--- src/hdl/nmf_pkg.sv ---
// Shared types and constants for the 3x3 neighbour maximum filter.
// No dependencies.
package nmf_pkg;

  localparam int DATA_W      = 32;
  localparam int POS_W       = 6;
  localparam int QUEUE_DEPTH = 2;

  localparam logic [POS_W-1:0]         GRID_RESET = 6'd32;
  localparam logic signed [DATA_W-1:0] VALUE_MIN  = 32'sh8000_0000;

  // one accepted pixel and the results it causes
  typedef struct packed {
    logic signed [DATA_W-1:0] pixel;
    logic [POS_W-1:0]         row;
    logic [POS_W-1:0]         col;
    logic [1:0]               rsel;
    logic                     f_diag;
    logic                     f_edge;
    logic                     f_flush;
  } cmd_t;

endpackage

--- src/hdl/neighbour_max_filter_3x3.sv ---
// 3x3 neighbour maximum filter (centre excluded), top level.
// Flow: the back end writes each pixel to its row store, then forms each
// result with three column reads, a merge and an output step; queue holds 2.
// Reset: positions and control cleared, grid_size 32; row stores undefined.
// Depends on nmf_pkg, nmf_front, nmf_queue, nmf_back.
module neighbour_max_filter_3x3 import nmf_pkg::*; #(
  parameter int MAX_SIZE = 32
) (
  input  logic                     clk,
  input  logic                     rst,
  input  logic                     cfg_valid,
  output logic                     cfg_ready,
  input  logic [POS_W-1:0]         grid_size,
  input  logic                     in_valid,
  output logic                     in_stall,
  input  logic signed [DATA_W-1:0] pixel_value,
  output logic                     out_valid,
  input  logic                     out_stall,
  output logic signed [DATA_W-1:0] max_value,
  output logic [POS_W-1:0]         out_row,
  output logic [POS_W-1:0]         out_col,
  output logic                     last_of_run
);

  logic [POS_W-1:0] grid;
  logic [POS_W-1:0] side;
  logic             cfg_write;
  logic             push;
  cmd_t             push_cmd;
  logic             q_full;
  logic             q_empty;
  logic             pop;
  cmd_t             q_cmd;

  assign cfg_ready = 1'b1;
  assign cfg_write = cfg_valid && cfg_ready;
  assign side      = (grid == '0) ? POS_W'(1) :
                     ((grid > POS_W'(MAX_SIZE)) ? POS_W'(MAX_SIZE) : grid);

  always_ff @(posedge clk) begin
    if (rst) begin
      grid <= GRID_RESET;
    end else if (cfg_write) begin
      grid <= grid_size;
    end
  end

  nmf_front u_front (
    .clk         (clk),
    .rst         (rst),
    .in_valid    (in_valid),
    .in_stall    (in_stall),
    .pixel_value (pixel_value),
    .side        (side),
    .cfg_write   (cfg_write),
    .q_full      (q_full),
    .push        (push),
    .push_cmd    (push_cmd)
  );

  nmf_queue u_queue (
    .clk      (clk),
    .rst      (rst),
    .push     (push),
    .push_cmd (push_cmd),
    .full     (q_full),
    .pop      (pop),
    .empty    (q_empty),
    .pop_cmd  (q_cmd)
  );

  nmf_back #(.MAX_SIZE(MAX_SIZE)) u_back (
    .clk         (clk),
    .rst         (rst),
    .side        (side),
    .q_empty     (q_empty),
    .q_cmd       (q_cmd),
    .pop         (pop),
    .out_valid   (out_valid),
    .out_stall   (out_stall),
    .max_value   (max_value),
    .out_row     (out_row),
    .out_col     (out_col),
    .last_of_run (last_of_run)
  );

endmodule

--- src/hdl/nmf_ram.sv ---
// Generic single write port, single read port RAM with registered read.
// No dependencies.
module nmf_ram #(
  parameter int WIDTH = 32,
  parameter int DEPTH = 32
) (
  input  logic                     clk,
  input  logic                     we,
  input  logic [$clog2(DEPTH)-1:0] waddr,
  input  logic [WIDTH-1:0]         wdata,
  input  logic [$clog2(DEPTH)-1:0] raddr,
  output logic [WIDTH-1:0]         rdata
);

  logic [WIDTH-1:0] mem [DEPTH];

  always_ff @(posedge clk) begin
    if (we) begin
      mem[waddr] <= wdata;
    end
    rdata <= mem[raddr];
  end

endmodule

--- src/hdl/nmf_queue.sv ---
// Short command queue between the front and back ends.
// Depends on nmf_pkg.
module nmf_queue import nmf_pkg::*; (
  input  logic clk,
  input  logic rst,
  input  logic push,
  input  cmd_t push_cmd,
  output logic full,
  input  logic pop,
  output logic empty,
  output cmd_t pop_cmd
);

  localparam int AW = (QUEUE_DEPTH > 1) ? $clog2(QUEUE_DEPTH) : 1;
  localparam int CW = $clog2(QUEUE_DEPTH + 1);

  cmd_t          slots [QUEUE_DEPTH];
  logic [AW-1:0] wr_ptr;
  logic [AW-1:0] rd_ptr;
  logic [CW-1:0] count;

  assign full    = (count == CW'(QUEUE_DEPTH));
  assign empty   = (count == '0);
  assign pop_cmd = slots[rd_ptr];

  always_ff @(posedge clk) begin
    if (push) begin
      slots[wr_ptr] <= push_cmd;
    end
    if (rst) begin
      wr_ptr <= '0;
      rd_ptr <= '0;
      count  <= '0;
    end else begin
      if (push) begin
        wr_ptr <= (wr_ptr == AW'(QUEUE_DEPTH - 1)) ? '0 : wr_ptr + 1'b1;
      end
      if (pop) begin
        rd_ptr <= (rd_ptr == AW'(QUEUE_DEPTH - 1)) ? '0 : rd_ptr + 1'b1;
      end
      if (push && !pop) begin
        count <= count + 1'b1;
      end else if (pop && !push) begin
        count <= count - 1'b1;
      end
    end
  end

endmodule

--- src/hdl/nmf_front.sv ---
// Front end: accepts pixels, tracks the frame position and classifies
// which results each pixel releases. Depends on nmf_pkg.
module nmf_front import nmf_pkg::*; (
  input  logic                     clk,
  input  logic                     rst,
  input  logic                     in_valid,
  output logic                     in_stall,
  input  logic signed [DATA_W-1:0] pixel_value,
  input  logic [POS_W-1:0]         side,
  input  logic                     cfg_write,
  input  logic                     q_full,
  output logic                     push,
  output cmd_t                     push_cmd
);

  logic [POS_W-1:0] row;
  logic [POS_W-1:0] col;
  logic [1:0]       rsel;
  logic [POS_W-1:0] r_eff;
  logic [POS_W-1:0] c_eff;
  logic [1:0]       s_eff;
  logic [POS_W-1:0] last;
  logic             wrap;

  assign in_stall = q_full;
  assign push     = in_valid && !q_full;
  assign last     = side - 1'b1;
  assign wrap     = (row >= side) || (col >= side);
  assign r_eff    = wrap ? '0 : row;
  assign c_eff    = wrap ? '0 : col;
  assign s_eff    = wrap ? 2'd0 : rsel;

  always_comb begin
    push_cmd.pixel   = pixel_value;
    push_cmd.row     = r_eff;
    push_cmd.col     = c_eff;
    push_cmd.rsel    = s_eff;
    push_cmd.f_diag  = (r_eff != '0) && (c_eff != '0);
    push_cmd.f_edge  = (r_eff != '0) && (c_eff == last);
    push_cmd.f_flush = (r_eff == last) && (c_eff == last);
  end

  always_ff @(posedge clk) begin
    if (rst || cfg_write) begin
      row  <= '0;
      col  <= '0;
      rsel <= 2'd0;
    end else if (push) begin
      if (c_eff == last) begin
        col <= '0;
        if (r_eff == last) begin
          row  <= '0;
          rsel <= 2'd0;
        end else begin
          row  <= r_eff + 1'b1;
          rsel <= (s_eff == 2'd2) ? 2'd0 : s_eff + 2'd1;
        end
      end else begin
        row  <= r_eff;
        col  <= c_eff + 1'b1;
        rsel <= s_eff;
      end
    end
  end

endmodule

--- src/hdl/nmf_back.sv ---
// Back end: writes each pixel to its row store, then forms every result by
// reading three columns from the three row stores. Depends on nmf_pkg, nmf_ram.
module nmf_back import nmf_pkg::*; #(
  parameter int MAX_SIZE = 32
) (
  input  logic                     clk,
  input  logic                     rst,
  input  logic [POS_W-1:0]         side,
  input  logic                     q_empty,
  input  cmd_t                     q_cmd,
  output logic                     pop,
  output logic                     out_valid,
  input  logic                     out_stall,
  output logic signed [DATA_W-1:0] max_value,
  output logic [POS_W-1:0]         out_row,
  output logic [POS_W-1:0]         out_col,
  output logic                     last_of_run
);

  localparam int AW = $clog2(MAX_SIZE);

  typedef enum logic [2:0] {S_IDLE, S_WRITE, S_READ, S_DRAIN, S_PUT} state_t;
  typedef enum logic [1:0] {P_DIAG, P_EDGE, P_FLUSH} phase_t;

  function automatic logic [1:0] inc3(input logic [1:0] s);
    return (s == 2'd2) ? 2'd0 : s + 2'd1;
  endfunction

  function automatic logic [1:0] dec3(input logic [1:0] s);
    return (s == 2'd0) ? 2'd2 : s - 2'd1;
  endfunction

  function automatic logic signed [DATA_W-1:0] smax(input logic signed [DATA_W-1:0] a,
                                                    input logic signed [DATA_W-1:0] b);
    return (a > b) ? a : b;
  endfunction

  state_t                   state;
  phase_t                   phase;
  cmd_t                     cmd;
  logic [POS_W-1:0]         fcol;
  logic [1:0]               k;
  logic                     pend_live;
  logic                     pend_ok;
  logic                     pend_centre;
  logic signed [DATA_W-1:0] acc;

  logic [POS_W-1:0]         ti;
  logic [POS_W-1:0]         tj;
  logic [1:0]               msel;
  logic [1:0]               usel;
  logic [1:0]               dsel;
  logic                     up_ok;
  logic                     down_ok;
  logic [POS_W:0]           colx;
  logic [POS_W:0]           colm1;
  logic                     col_ok;
  logic [AW-1:0]            raddr;
  logic [DATA_W-1:0]        rd [3];
  logic [2:0]               we;
  logic signed [DATA_W-1:0] up_m;
  logic signed [DATA_W-1:0] mid_m;
  logic signed [DATA_W-1:0] down_m;
  logic signed [DATA_W-1:0] acc_next;
  logic                     has_next;
  phase_t                   phase_next;
  logic [POS_W-1:0]         fcol_next;
  logic                     has_first;
  phase_t                   phase_first;
  logic                     out_free;

  for (genvar g = 0; g < 3; g++) begin : g_store
    nmf_ram #(.WIDTH(DATA_W), .DEPTH(MAX_SIZE)) u_ram (
      .clk   (clk),
      .we    (we[g]),
      .waddr (cmd.col[AW-1:0]),
      .wdata (cmd.pixel),
      .raddr (raddr),
      .rdata (rd[g])
    );
  end

  assign pop      = (state == S_IDLE) && !q_empty;
  assign out_free = !out_valid || !out_stall;

  always_comb begin
    we = 3'b000;
    if (state == S_WRITE) begin
      we[cmd.rsel] = 1'b1;
    end
  end

  always_comb begin
    unique case (phase)
      P_DIAG: begin
        ti   = cmd.row - 1'b1;
        tj   = cmd.col - 1'b1;
        msel = dec3(cmd.rsel);
      end
      P_EDGE: begin
        ti   = cmd.row - 1'b1;
        tj   = side - 1'b1;
        msel = dec3(cmd.rsel);
      end
      P_FLUSH: begin
        ti   = cmd.row;
        tj   = fcol;
        msel = cmd.rsel;
      end
      default: begin
        ti   = cmd.row;
        tj   = fcol;
        msel = cmd.rsel;
      end
    endcase
    usel    = dec3(msel);
    dsel    = inc3(msel);
    up_ok   = (ti != '0);
    down_ok = (ti != side - 1'b1);
    colx    = {1'b0, tj} + (POS_W + 1)'(k);
    colm1   = colx - 1'b1;
    col_ok  = (colx != '0) && (colx <= {1'b0, side});
    raddr   = colm1[AW-1:0];
  end

  always_comb begin
    up_m     = (pend_ok && up_ok) ? $signed(rd[usel]) : VALUE_MIN;
    mid_m    = (pend_ok && !pend_centre) ? $signed(rd[msel]) : VALUE_MIN;
    down_m   = (pend_ok && down_ok) ? $signed(rd[dsel]) : VALUE_MIN;
    acc_next = smax(smax(up_m, mid_m), smax(down_m, acc));
  end

  always_comb begin
    has_next   = 1'b0;
    phase_next = P_FLUSH;
    fcol_next  = '0;
    unique case (phase)
      P_DIAG: begin
        if (cmd.f_edge) begin
          has_next   = 1'b1;
          phase_next = P_EDGE;
        end else if (cmd.f_flush) begin
          has_next = 1'b1;
        end
      end
      P_EDGE: has_next = cmd.f_flush;
      P_FLUSH: begin
        has_next  = (fcol != side - 1'b1);
        fcol_next = fcol + 1'b1;
      end
      default: has_next = 1'b0;
    endcase
    has_first   = cmd.f_diag || cmd.f_edge || cmd.f_flush;
    phase_first = cmd.f_diag ? P_DIAG : (cmd.f_edge ? P_EDGE : P_FLUSH);
  end

  always_ff @(posedge clk) begin
    if (rst) begin
      state       <= S_IDLE;
      phase       <= P_DIAG;
      fcol        <= '0;
      k           <= 2'd0;
      pend_live   <= 1'b0;
      pend_ok     <= 1'b0;
      pend_centre <= 1'b0;
      acc         <= VALUE_MIN;
      out_valid   <= 1'b0;
      max_value   <= VALUE_MIN;
      out_row     <= '0;
      out_col     <= '0;
      last_of_run <= 1'b0;
      cmd         <= '0;
    end else begin
      if (out_valid && !out_stall && (state != S_PUT)) begin
        out_valid <= 1'b0;
      end
      unique case (state)
        S_IDLE: begin
          if (!q_empty) begin
            cmd   <= q_cmd;
            state <= S_WRITE;
          end
        end
        S_WRITE: begin
          acc       <= VALUE_MIN;
          k         <= 2'd0;
          fcol      <= '0;
          pend_live <= 1'b0;
          phase     <= phase_first;
          state     <= has_first ? S_READ : S_IDLE;
        end
        S_READ: begin
          if (pend_live) begin
            acc <= acc_next;
          end
          pend_live   <= 1'b1;
          pend_ok     <= col_ok;
          pend_centre <= (k == 2'd1);
          k           <= k + 2'd1;
          if (k == 2'd2) begin
            state <= S_DRAIN;
          end
        end
        S_DRAIN: begin
          acc       <= acc_next;
          pend_live <= 1'b0;
          state     <= S_PUT;
        end
        S_PUT: begin
          if (out_free) begin
            out_valid   <= 1'b1;
            max_value   <= acc;
            out_row     <= ti;
            out_col     <= tj;
            last_of_run <= !has_next;
            if (has_next) begin
              phase <= phase_next;
              fcol  <= fcol_next;
              acc   <= VALUE_MIN;
              k     <= 2'd0;
              state <= S_READ;
            end else begin
              state <= S_IDLE;
            end
          end
        end
        default: state <= S_IDLE;
      endcase
    end
  end

endmodule

--- config.mk ---
export PLATFORM = sky130hd
export DESIGN_NAME = neighbour_max_filter_3x3
export DESIGN_NICKNAME = d
export VERILOG_FILES = /design/src/hdl/nmf_pkg.sv /design/src/hdl/neighbour_max_filter_3x3.sv /design/src/hdl/nmf_ram.sv /design/src/hdl/nmf_queue.sv /design/src/hdl/nmf_front.sv /design/src/hdl/nmf_back.sv
export SDC_FILE = /design/constraint.sdc
export NUM_CORES = 2
export LEC_CHECK = 0
export ABC_AREA = 1
export ABC_CLOCK_PERIOD_IN_PS = 5600
export BUFFER_PORTS_ARGS = -buffer_cell sky130_fd_sc_hd__clkbuf_2
export CORE_MARGIN = 1
export CORE_UTILIZATION = 45
export CTS_CLUSTER_SIZE = 24
export DETAILED_ROUTE_END_ITERATION = 16
export PLACE_DENSITY = 0.73
export SYNTH_ARGS = -nofsm -noshare
export SYNTH_HDL_FRONTEND = slang
export SYNTH_SLANG_ARGS = --single-unit
--- constraint.sdc ---
create_clock -name clk -period 5.6 [get_ports clk]
set_clock_uncertainty 0.05 [all_clocks]
set_input_delay 0.28 -clock clk [delete_from_list [all_inputs] [get_ports clk]]
set_output_delay 0.28 -clock clk [all_outputs]
set_load 0.03 [all_outputs]
==> impl_metrics.py <==
metrics = {
    "cts": {
        "cts.sinks": 3433,
        "cts_tree": "done",
        "clock_latency_ps": 950,
        "cts_root_buf": "clkbuf_16",
        "cts_buffer_depth": 4,
        "cts.htree.levels": 5,
        "path_clk_slew_ps": 70,
        "numCtsBuffers": 349,
    },
    "drt": {
        "ant_nets": 0,
        "dr.pass1.iters": 8,
        "drt_wl_total_mm": 425.3,
        "via_per_inst": 5.916,
        "drtIter0Drc": 14165,
        "wl_per_cell_um": 25.11,
        "drc": 0,
        "vias": 100185,
    },
    "final_layout": {
        "nFillCells": 25738,
        "synthToLayoutAreaGrowth_pct": 15.59,
        "final_cell_mix": "edfxtp_1, nand2_1, o21ai_0",
        "fin_area_mm2": 0.1642,
        "fin_nets": 12683,
        "final_common_cell": "edfxtp_1",
        "drive_above_1_share_pct": 12.46,
    },
    "setup_path": {
        "worstSetupPathType": "flop to flop",
        "cp_data_arrival_time_ps": 6490,
        "worstPathRequired_ps": 6370,
        "cp_slowest_cell": "dfxtp_1",
        "crit_top_cell": "buf_4",
        "crit_fanout": 8,
        "critPathLaunchType": "flop",
        "cp-end-kind": "flop",
        "crit_path_max_incr_delay_ps": 340,
    },
    "yosys": {
        "syn_area_per_cell_um2": 11.65,
        "synthCells": 12192,
        "yosysTopAreaCellShare_pct": 67.03,
        "synth_seq_area_share_pct": 70.74,
        "syn_nets": 12375,
        "yosysTopAreaCell": "edfxtp_1",
        "yosys_warnings": 0,
        "synthArstFlopShare_pct": 0,
        "synth_area_leaders": "edfxtp_1, nand2_1, o21ai_0, dfxtp_1, nor2_1",
        "synth_ff_type": "edfxtp_1",
        "synth_enable_flop_cells": 3170,
        "synth_seq_cells": 3433,
        "ys_types": 49,
        "synthesis.area_mm2": 0.1420,
    },
    "min_path": {
        "hold_class": "input port to flop",
    },
    "sta": {
        "period_minus_slack_ps": 5722,
        "hold_viol": 0,
        "max-slew-margin-rel_pct": 19.26,
        "final.setup.worst_slack_ps": -122.1,
        "grt_setup_unrepaired": "yes",
        "slew_viol_final": 0,
        "max_freq_mhz": 174.8,
        "worst_slew_pin_slew_ps": 1208,
        "post-route-period-util_pct": 102.2,
        "setup_viol": 32,
    },
    "placement": {
        "dp_hpwl_mm": 254.6,
        "port_buffers": 89,
        "place_ws_ps": -811.4,
        "gp_congestion": 0.9676,
        "place_area_mm2": 0.1502,
    },
    "floorplan": {
        "top_level_ports": 91,
        "core_mm2": 0.3129,
        "die-area_mm2": 0.3178,
        "die_h_um": 563.8,
        "num_rows": 205,
        "start_util_pct": 45.38,
        "dieWidth_um": 563.8,
    },
    "global_routing": {
        "antenna_found_initial": 11,
        "globalRouteMet1Util_pct": 35.09,
        "grtUsageMet2_pct": 40.65,
        "top_usage_layer": "met2",
        "grt_overflow": 0,
        "track_usage_pct": 26.00,
        "gr-usage-met3_pct": 4.818,
        "grt_pass1_vias": 94008,
        "grt_pass1_wl_mm": 615.5,
        "grt_max_degree": 182,
    },
    "run": {
        "maxCapViolCount": 0,
    },
    "status": {
        "status": "finished, violations left",
        "violations": "negative setup slack",
    },
}
[per-stage QoR]
stage / util [%] / instances / hold slack, ps / setup TNS, ps
after floorplan: - / 12192 / 328.9 / 0
after global placement: 48.01 / 16157 / 401.0 / -23400
after detailed placement: 48.01 / 16157 / 411.2 / -24560
after CTS: 52.16 / 16909 / 0.09492 / -326.9
after global routing: 52.45 / 16931 / 47.97 / -12720
final: 52.46 / 16936 / 57.93 / -2866
[metal layers]
metal | vias up | wire (um)
met2 | 5670 | 193300
met4 | 2 | 22210
li1 | 44481 | -
met5 | - | 13
met1 | 49179 | 165400
met3 | 853 | 44310
[state kept, by name (all words and copies together), names as in the netlist, 3 cells and up]
name and flops:
grid 6, u_back.acc 32, u_back.cmd 49, u_back.fcol 6, u_back.g_store.u_ram.mem 3072, u_back.g_store.u_ram.rdata 96
u_back.max_value 32, u_back.out_col 6, u_back.out_row 6, u_back.state 3, u_front.col 6, u_front.row 6
u_queue.slots 98
[critical path: cells and delay by family, from the launching register on]
| family | cells | cell delay [ps] |
|---|---|---|
| AO/OA/AOI/OAI | 3 | 270 |
| buffers and inverters | 24 | 2870 |
| AND/OR/NAND/NOR | 14 | 1370 |
| flip-flops | 1 | 340 |
| adder cells (fa/ha/maj) | 3 | 690 |
[worst paths after layout]
check             slack, ps                              to                         from  cells after the start
setup / recovery       -120     u_back.acc[19]$_SDFFE_PP0P_   u_back.cmd[4]$_SDFFE_PP0P_                     44
hold / removal           60  u_queue.slots[1][46]$_DFFE_PP_              pixel_value[29]                      2
setup reg to reg       -120     u_back.acc[19]$_SDFFE_PP0P_   u_back.cmd[4]$_SDFFE_PP0P_                     44
hold reg to reg         420     u_back.cmd[16]$_SDFFE_PP0P_  u_back.cmd[16]$_SDFFE_PP0P_                      2
[logic make-up (layout without fill, tap and decap cells)]
kind of cell	count (synthesis)	count (layout)	share of synthesized area, %
adders and majority gates	140	140	1.239
AOI/OAI and AO/OA	2879	2879	12.01
buffers and inverters	1199	1795	3.484
xor gates and xnor gates	12	12	0.08723
other	1	8	0.002641
DFF	3433	3433	70.74
and+or+nand+nor	4528	4529	12.44
[cell usage after synthesis, types with 2 or more instances]
master	instances
a21oi_1	604
a22oi_1	30
a31oi_1	2
a32o_1	384
and2_1	3
buf_1	66
buf_2	98
buf_4	43
buf_6	21
clkbuf_1	601
clkbuf_2	4
clkinv_1	4
dfxtp_1	263
edfxtp_1	3170
ha_1	139
inv_1	349
inv_2	13
nand2_1	3041
nand2_2	8
nand2_4	3
nand3_1	350
nand4_1	43
nor2_1	1051
nor2_2	2
nor3_1	14
nor3_2	2
nor3b_1	2
nor4_1	3
o211ai_1	33
o21a_1	6
o21ai_0	1209
o21ai_1	184
o21bai_1	2
o22ai_1	419
or2_2	3
xnor2_1	2
xor2_1	9
[repair_timing]
action	4_1_cts	5_1_grt
setup endpoints to repair	32	32
cloned	5	8
pin swaps	44	78
endpoints found under the hold margin	99	0
hold buffers	60	0
setup buffers	49	12
gates resized for setup	121	141
[area by class of cell]
type	count	area, um^2	area share [%]
sequential	3433	100600	61.27
clock inverter	199	2062	1.256
inverter	366	1421	0.8659
clock buffer	441	9336	5.688
multi-input combinational	7561	38370	23.37
timing repair buffer	789	7184	4.377
antenna	7	17.52	0.01067
tap	4140	5180	3.156
Power is not shown: default switching activity piles up to over one toggle a cycle in this logic, so the estimate is an artifact.
